--- src/design/ggc_back.sv ---
// Back part: splits the pixel sum into source and terminal weights, output register.
`default_nettype none

module ggc_back #(
  parameter int ENERGY_BITS = 16
) (
  input  logic                          clk_i,
  input  logic                          rst_ni,
  input  logic                          q_valid_i,
  output logic                          q_ready_o,
  input  logic signed [ENERGY_BITS+4:0] q_c_i,
  input  logic signed [ENERGY_BITS+1:0] q_down_edge_i,
  input  logic signed [ENERGY_BITS+1:0] q_right_edge_i,
  output logic                          out_valid_o,
  input  logic                          out_ready_i,
  output logic [ENERGY_BITS+3:0]        source_weight_o,
  output logic [ENERGY_BITS+3:0]        terminal_weight_o,
  output logic signed [ENERGY_BITS+1:0] down_edge_weight_o,
  output logic signed [ENERGY_BITS+1:0] right_edge_weight_o
);

  localparam int CW = ENERGY_BITS + 5;
  localparam int SW = ENERGY_BITS + 4;

  logic                 out_vld_q;
  logic                 take;
  logic signed [CW-1:0] neg_c;
  logic [SW-1:0]        src_d, term_d;

  assign q_ready_o = !out_vld_q || out_ready_i;
  assign take      = q_valid_i && q_ready_o;
  assign neg_c     = -q_c_i;
  assign src_d     = q_c_i[CW-1] ? '0 : q_c_i[SW-1:0];
  assign term_d    = q_c_i[CW-1] ? neg_c[SW-1:0] : '0;

  always_ff @(posedge clk_i or negedge rst_ni) begin
    if (!rst_ni) begin
      out_vld_q <= 1'b0;
    end else if (q_ready_o) begin
      out_vld_q <= q_valid_i;
    end
  end

  always_ff @(posedge clk_i) begin
    if (take) begin
      source_weight_o     <= src_d;
      terminal_weight_o   <= term_d;
      down_edge_weight_o  <= q_down_edge_i;
      right_edge_weight_o <= q_right_edge_i;
    end
  end

  assign out_valid_o = out_vld_q;

endmodule : ggc_back

`default_nettype wire

--- config.mk ---
export PLATFORM = sky130hd
export DESIGN_NAME = ggc_back
export DESIGN_NICKNAME = d
export VERILOG_FILES = /design/src/design/ggc_back.sv
export SDC_FILE = /design/constraint.sdc
export NUM_CORES = 1
export LEC_CHECK = 0
export BUFFER_PORTS_ARGS = -buffer_cell sky130_fd_sc_hd__buf_2
export CAP_MARGIN = 30
export CORE_MARGIN = 10
export CORE_UTILIZATION = 46
export CTS_CLUSTER_SIZE = 14
export DETAILED_ROUTE_END_ITERATION = 8
export PLACE_DENSITY = 0.8
export SETUP_SLACK_MARGIN = 0.5
export SKIP_LAST_GASP = 1
export SLEW_MARGIN = 40
export SYNTH_ARGS = -nofsm -noshare
export SYNTH_HDL_FRONTEND = slang
export SYNTH_SLANG_ARGS = --single-unit
--- constraint.sdc ---
create_clock -name clk_i -period 3.6 [get_ports clk_i]
set_input_delay 0 -clock clk_i [delete_from_list [all_inputs] [get_ports clk_i]]
set_output_delay 0 -clock clk_i [all_outputs]
set_load 0.005 [all_outputs]
==> out/metrics.yaml <==
timing:
  final_max_slew_viol_count: 0
  setup_viol: 0
  rsz0062_at_grt: "no"
  hold_viol_final: 0
  fin_crit_ns: 2.22
  tightest_slew_ns: 0.693
  fin_crit_sh_pct: 61.8
  setup_tns_ns: 0
  fmax_mhz: 450
  skew_ns: 0.00785
  relSlewSlack_pct: 53.4
logic_synthesis:
  yosys_warnings: 0
  syn_inst: 175
  yosys_register_bits: 77
  ys_types: 31
  synth.top_cell.area_share_pct: 77.7
  synthFlopType: "edfxtp_1"
  synth_area_per_cell_um2: 16.8
  synthArstFlopShare_pct: 1.30
  synthTopCellsByArea: "edfxtp_1 (78%), nor2b_1 (4.0%), and2_1 (1.9%)"
  syn-num-nets: 237
  synth_top_area_cell: "edfxtp_1"
  synth_edf_count: 76
  synth_seq_area_share_pct: 78.5
  synth_area_um2: 2940
floorplanning:
  die_w_um: 99.9
  ios: 139
  initial_core_util_pct: 46.8
  die_h_um: 99.9
  rows: 29
  dieArea_um2: 9980
  core_um2: 6280
clock_network:
  clkLatencyLatePin_ns: 0.33
  cts_sinks: 77
  cts_setup_buffers: 0
  cts_buffer_depth: 2
  clk_pin_slew_ns: 0.08
  numCtsBuffers: 9
  root_buffer: "clkbuf_8"
  htreeDepth: 3
  cts_tree: "yes"
  ctsResizeCount: 0
finish:
  layout_common_cells: "buf_2 (138), edfxtp_1 (76), dlygate4sd3_1 (42)"
  final_nets: 425
  areaGrowthSynthToFinish_pct: 47.4
  final_common_cell: "buf_2"
  diodes: 0
  drive_gt1_share_pct: 42.8
  fin_util_pct: 69.0
  layoutNonFillerInstCount: 444
setup_path:
  cp_slowest_cell: "or4_4"
  crit_arrival_ns: 2.31
  path_delay_family: "simple AND/OR/NAND/NOR gates"
  path_max_fanout: 6
  crit_buf_inv: 2
  critPathLaunchType: "primary input"
  crit_chain: "dlygate4sd3_1 -> buf_2 -> or4_4 -> or4_4 -> or4_1 -> and3_1"
  critPathRequiredTime_ns: 3.68
  cpPeakStageDelay_ns: 0.55
  crit_path_end_kind: "register"
  cpMostUsedCell: "or4_4"
  crit_type: "primary input to register"
power:
  swShare_pct: 21.9
  seqPwrFrac_pct: 56.6
  ir_worst_vdd_mv: 0.264
  power_density_nw_per_um2: 432
  power_switching_uw: 410
  power.share.clock_pct: 32.1
  power_leakage_nw: 1.79
  intPower_mw: 1.46
  combPwrFrac_pct: 11.3
global_routing:
  track_usage_pct: 16.6
  grt_pass1_vias: 2264
  grt_max_degree: 47
  grt_overflow_total: 0
  grt_pass1_wl_um: 12900
  antenna_found_initial: 0
drt:
  wirelength_um: 8580
  drt_iter0_markers: 102
  dr_total_vias: 2186
  via_per_inst: 4.92
  wl_per_cell_um: 19.3
  drc: 0
  firstDrtPassIters: 4
  drtAntennaViolNets: 0
placement:
  dp_hpwl_um: 6000
  placed_cells: 387
  routabilityCongestion: 0.780
  portBuffers: 138
job:
  cap_violations: 0
status:
  status: "finished clean"
worst_hold_path:
  hp-class: "primary input to register"
[kinds of logic (layout without fill, tap and decap cells)]
family                     count (synthesis)  after routing  share of synthesized area, %
and+or+nand+nor                           69             69                          14.8
AOI/OAI and AO/OA                         14             14                          3.19
xor gates and xnor gates                   6              6                          1.79
buffers and inverters                      7            199                         0.894
adders and majority gates                  1              1                         0.426
muxes                                      1              1                         0.341
DFF                                       77             77                          78.5
[tightest hold or removal path: cells and delay by family]
family | cells | cell delay [ns]
buffers and inverters | 2 | 0.14
AND/OR/NAND/NOR | 1 | 0.10
[routing by layer]
layer  vias up  share of wire, %  routed length [um]  global-route usage [%]
met1      1039                39                3320                    19.1
met5         -                 0                   0                       0
met4         0               1.0                  87                    4.52
met2       101                50                4290                    28.5
met3         8                10                 883                    5.77
li1       1038                 -                   -                       -
[final cells by class]
cell class	count	area (um^2)
sequential	77	2310
fill	412	1950
timing repair buffer	181	1130
multi-input combinational	91	607
clock buffer	9	124
tap	77	96.3
clock inverter	6	55.1
inverter	3	11.3
[final timing paths]
| kind | end | cells after the start | slack (ns) | start |
|---|---|---|---|---|
| worst min-delay path | source_weight_o[1] | 3 | 0.02 | q_c_i[1] |
| min in group asynchronous | out_valid_o | 3 | 0.53 | rst_ni |
| max in group asynchronous | out_valid_o | 3 | 2.97 | rst_ni |
| worst max-delay path | terminal_weight_o[19] | 6 | 1.38 | q_c_i[14] |
| worst max register to register | source_weight_o[16] | 3 | 2.04 | out_valid_o |
| worst min register to register | source_weight_o[2] | 2 | 0.95 | out_valid_o |
[Yosys cell counts, drive strengths merged (4+ instances only)]
library cell,number
and3,7
o21ai,4
and2,9
nor2,5
nand2,4
edfxtp,76
nand2b,5
clkbuf,4
or4,4
xor2,5
nor2b,19
[registers in the layout, summed over array words and instances, names as in the netlist]
name                 cells
down_edge_weight_o      18
out_valid_o              1
right_edge_weight_o     18
source_weight_o         20
terminal_weight_o       20
[power by group through the flow]
stage                     Sequential [mW]  Clock [mW]  Combinational [mW]
after floorplan                      1.09           0              0.0513
after global placement               1.08           0               0.164
after detailed placement             1.08           0               0.174
after CTS                            1.06       0.611               0.212
after global routing                 1.06       0.657               0.231
final                                1.06       0.602               0.212
[what timing repair did]
item,CTS,global route
endpoints found under the setup margin,0,0
endpoints found under the hold margin,40,0
hold buffers,42,0
[through the flow]
stage	hold WS, ns	area, um^2	setup slack (ns)	power [mW]
after floorplan	-0.296	2940	0.859	1.14
after global placement	-0.225	3710	1.59	1.24
after detailed placement	-0.222	3730	1.52	1.25
after CTS	0.0114	4330	1.39	1.88
after global routing	0.0212	4330	1.15	1.95
final	0.0192	4330	1.38	1.87
(Power assumes the default switching activity.)
