--- src/design/ggc_pkg.sv ---
// Shared types and constants for the grid graph-cut edge weight block.
`default_nettype none

package ggc_pkg;

  // Width of each frame-size register.
  localparam int CFG_W = 11;

  // Frame size after reset.
  localparam logic [CFG_W-1:0] WIDTH_RST  = 11'd1024;
  localparam logic [CFG_W-1:0] HEIGHT_RST = 11'd1024;

  // Depth of the queue between front and back; a power of two.
  localparam int QUEUE_DEPTH = 4;

  // Register index, taken from paddr[2].
  typedef enum logic {
    REG_IMAGE_WIDTH  = 1'b0,
    REG_IMAGE_HEIGHT = 1'b1
  } reg_idx_e;

  typedef struct packed {
    logic [CFG_W-1:0] image_width;
    logic [CFG_W-1:0] image_height;
  } cfg_t;

endpackage : ggc_pkg

`default_nettype wire

--- src/design/ggc_fifo.sv ---
// Short queue between the front and back parts.
`default_nettype none

module ggc_fifo #(
  parameter int DATA_W = 57
) (
  input  logic              clk_i,
  input  logic              rst_ni,
  input  logic              push_valid_i,
  output logic              push_ready_o,
  input  logic [DATA_W-1:0] push_data_i,
  output logic              pop_valid_o,
  input  logic              pop_ready_i,
  output logic [DATA_W-1:0] pop_data_o
);

  localparam int DEPTH = ggc_pkg::QUEUE_DEPTH;
  localparam int PW    = $clog2(DEPTH);
  localparam int NW    = $clog2(DEPTH + 1);

  logic [DATA_W-1:0] mem_q [DEPTH];
  logic [PW-1:0]     wr_q, rd_q;
  logic [NW-1:0]     cnt_q, cnt_d;
  logic              push, pop;

  assign push_ready_o = cnt_q != NW'(DEPTH);
  assign pop_valid_o  = cnt_q != '0;
  assign push         = push_valid_i && push_ready_o;
  assign pop          = pop_valid_o && pop_ready_i;
  assign pop_data_o   = mem_q[rd_q];

  always_comb begin
    cnt_d = cnt_q;
    unique case ({push, pop})
      2'b10:   cnt_d = cnt_q + NW'(1);
      2'b01:   cnt_d = cnt_q - NW'(1);
      default: cnt_d = cnt_q;
    endcase
  end

  always_ff @(posedge clk_i or negedge rst_ni) begin
    if (!rst_ni) begin
      wr_q  <= '0;
      rd_q  <= '0;
      cnt_q <= '0;
    end else begin
      cnt_q <= cnt_d;
      if (push) begin
        wr_q <= wr_q + PW'(1);
      end
      if (pop) begin
        rd_q <= rd_q + PW'(1);
      end
    end
  end

  always_ff @(posedge clk_i) begin
    if (push) begin
      mem_q[wr_q] <= push_data_i;
    end
  end

`ifndef NO_ASSERTIONS
  a_cnt_bound: assert property (@(posedge clk_i) disable iff (!rst_ni)
    cnt_q <= NW'(DEPTH))
    else $error("queue count beyond depth");

  a_cnt_ptrs: assert property (@(posedge clk_i) disable iff (!rst_ni)
    (cnt_q == '0 || cnt_q == NW'(DEPTH)) |-> wr_q == rd_q)
    else $error("queue pointers disagree with count");
`endif

endmodule : ggc_fifo

`default_nettype wire

--- config.mk ---
export PLATFORM = sky130hd
export DESIGN_NAME = ggc_fifo
export DESIGN_NICKNAME = d
export VERILOG_FILES = /design/src/design/ggc_pkg.sv /design/src/design/ggc_fifo.sv
export SDC_FILE = /design/constraint.sdc
export NUM_CORES = 1
export LEC_CHECK = 0
export BUFFER_PORTS_ARGS = -buffer_cell sky130_fd_sc_hd__buf_2
export CAP_MARGIN = 20
export CELL_PAD_IN_SITES_DETAIL_PLACEMENT = 0
export CELL_PAD_IN_SITES_GLOBAL_PLACEMENT = 1
export CORE_UTILIZATION = 25
export DETAILED_ROUTE_END_ITERATION = 7
export PLACE_DENSITY = 0.45
export SYNTH_ARGS = -nofsm -noshare
export SYNTH_HDL_FRONTEND = slang
export SYNTH_SLANG_ARGS = --single-unit
--- constraint.sdc ---
create_clock -name clk_i -period 5.15 [get_ports clk_i]
set_input_delay 0.2575 -clock clk_i [delete_from_list [all_inputs] [get_ports clk_i]]
set_output_delay 0.2575 -clock clk_i [all_outputs]
set_load 0.005 [all_outputs]
==> impl_metrics.py <==
metrics = {
    "run_status": {
        "status": "complete, no violations",
    },
    "finish": {
        "nFillCells": 3247,
        "multiInputGateArea_mm2": 0.00153,
        "mostFrequentLayoutCell": "edfxtp_1",
        "stdcell_count": 998,
        "regArea_mm2": 0.00703,
        "n_antenna_cell": 0,
        "area_growth_pct": 29.0,
        "layout_common_cells": "228 x edfxtp_1, 119 x buf_2, 58 x dlygate4sd3_1",
        "post-route-util_pct": 33.0,
        "fin_nets": 596,
        "drive_gt1_share_pct": 40.7,
    },
    "clocking": {
        "cts_root_buf": "clkbuf_16",
        "clk_pin_slew_ns": 0.06,
        "htreeDepth": 1,
        "cts_tree": "built",
        "numCtsBuffers": 27,
        "cts.path.max_buffers": 3,
        "clock_latency_ns": 0.54,
        "clkSinkCount": 235,
        "post_cts_buffers": 0,
    },
    "detailed_routing": {
        "drcViolationCount": 0,
        "drt_iter0_drc": 188,
        "wl_per_cell_um": 17.7,
        "dr.pass1.iters": 6,
        "wl_um": 17700,
        "ant_nets": 0,
        "via_count": 4092,
        "routed_via_density": 4.10,
    },
    "die": {
        "die_area_mm2": 0.0353,
        "coreArea_mm2": 0.0338,
        "io_pins": 120,
        "start_util_pct": 25.6,
        "die_w_um": 188,
        "fp.dieH_um": 188,
        "rows": 67,
    },
    "synthesis": {
        "synth_cell_types": 21,
        "netlist_area_mm2": 0.00864,
        "netlist_top_cells_area": "edfxtp_1 79%, mux4_2 15%, dfrtp_1 2.0%",
        "synth_cells": 335,
        "synthesis.nets": 402,
        "yosysTopAreaCellShare_pct": 79.2,
        "ys_seq_area_share_pct": 81.3,
        "ys_ff_latch": 235,
        "synth_top_area_cell": "edfxtp_1",
        "yosysWarnings": 0,
        "synth_area_per_cell_um2": 25.8,
    },
    "worst_hold_path": {
        "hp-class": "input port to async pin",
    },
    "timing": {
        "rsz0062_at_grt": "no",
        "tightestPinTransition_ns": 0.996,
        "fin_crit_sh_pct": 59.7,
        "finalMaxSlewViolations": 0,
        "clock_skew_ns": 0.0149,
        "period_minus_slack_ns": 3.08,
        "setup_violations": 0,
        "final.setup.tns_ns": 0,
        "fmax_mhz": 325,
        "maxSlewHeadroom_pct": 33.6,
        "timing_hold_violations_final": 0,
    },
    "setup_path": {
        "crit_path_start_kind": "register",
        "critPathRequiredTime_ns": 4.89,
        "path_class": "register to output port",
        "arrival_ns": 2.82,
        "end_kind": "output port",
        "path_max_fanout": 39,
    },
    "grt": {
        "antenna_found_initial": 0,
        "first_global_vias": 4673,
        "gr-total-overflow": 0,
        "grt_max_degree": 59,
        "grt_pass1_wl_um": 27500,
        "track_usage_pct": 10.2,
    },
    "placement": {
        "place.gp.congestion": 0.652,
        "dpl.hpwl_um": 9520,
        "place_inst": 890,
        "portBuffers": 119,
    },
    "power": {
        "p_leak_nw": 3.79,
        "vdd_drop_max_uv": 219,
        "power_w": 0.00603,
        "power_density_mw_per_mm2": 541,
    },
    "job": {
        "drv_cap": 0,
    },
}
report_power, final:
| part | internal [W] | switching [W] |
|---|---|---|
| logic | 0.000789 | 0.000648 |
| clock network | 0.00102 | 0.000737 |
| registers | 0.00254 | 0.000296 |
| total | 0.00435 | 0.00168 |
cell type report:
cell class                 count  area share, %
multi-input combinational     81           13.8
clock inverter                16           1.03
tap                          448           5.03
sequential                   235           63.1
inverter                       6          0.202
clock buffer                  34           6.30
timing repair buffer         178           10.6
timing repair:
action | 4_1_cts | 5_1_grt
resized for setup | 0 | 0
hold buffers | 58 | 0
endpoints found under the setup margin | 0 | 0
hold endpoints to repair | 235 | 0
path summary, 6_finish.rpt:
check,startpoint,endpoint,slack [ns],cells past startpoint
hold reg to reg,cnt_q[2],cnt_q[2],0.51,1
max in group asynchronous,rst_ni,rd_q[1],4.88,2
min in group clk_i,pop_ready_i,rd_q[0],0.09,3
setup / recovery,rd_q[0],pop_data_o[3],2.07,3
hold / removal,rst_ni,cnt_q[1],0.08,2
setup reg to reg,cnt_q[0],cnt_q[2],2.90,9
state kept, by name, indices dropped and copies added, names as in the netlist:
| signal | cells |
|---|---|
| rd_q | 2 |
| wr_q | 2 |
| mem_q | 228 |
| cnt_q | 3 |
cells in the mapped netlist:
| cell | instances |
|---|---|
| nand2_1 | 1 |
| mux4_2 | 57 |
| buf_2 | 7 |
| xor2_1 | 3 |
| or3_2 | 1 |
| buf_4 | 1 |
| and3_2 | 4 |
| inv_1 | 6 |
| mux2_4 | 1 |
| buf_1 | 3 |
| xnor2_1 | 3 |
| dfrtp_1 | 7 |
| edfxtp_1 | 228 |
| o31a_2 | 1 |
| and2_4 | 1 |
| nor2_1 | 1 |
| buf_6 | 2 |
| or3b_4 | 1 |
| mux2i_1 | 1 |
| ha_1 | 5 |
| fa_1 | 1 |
cell families (layout without fill, tap and decap cells):
kind of cell,count (synthesis),count (layout),share of synthesized area (%)
AO/OA/AOI/OAI,1,1,0.116
adder cells (fa/ha/maj),6,6,0.956
flip-flops,235,235,81.3
AND/OR/NAND/NOR,9,9,0.753
XOR/XNOR,6,6,0.608
multiplexers,59,59,15.1
buffers and inverters,19,234,1.14
stage by stage:
stage	hold WS (ns)	area [um^2]	worst slack [ns]
after floorplan	-0.0381	8640	3.06
after global placement	0.108	9750	2.54
after detailed placement	0.104	9750	2.52
after CTS	0.0460	11100	1.93
after global routing	0.0712	11100	1.82
final	0.0789	11100	2.07
critical path, cell delays in order, from the launching register on:
cell	delay [ns]
dfrtp_4	0.95
buf_4	0.52
mux4_2	0.56
buf_2	0.15
per-layer routing:
| metal | wire (um) | up-vias | GRT usage (%) |
|---|---|---|---|
| met5 | 0 | - | 0 |
| met4 | 423 | 0 | 3.06 |
| met3 | 960 | 38 | 2.21 |
| met2 | 8570 | 109 | 17.2 |
| met1 | 7720 | 2124 | 13.0 |
| li1 | - | 1821 | - |
Power figures use the tool's default switching activity.
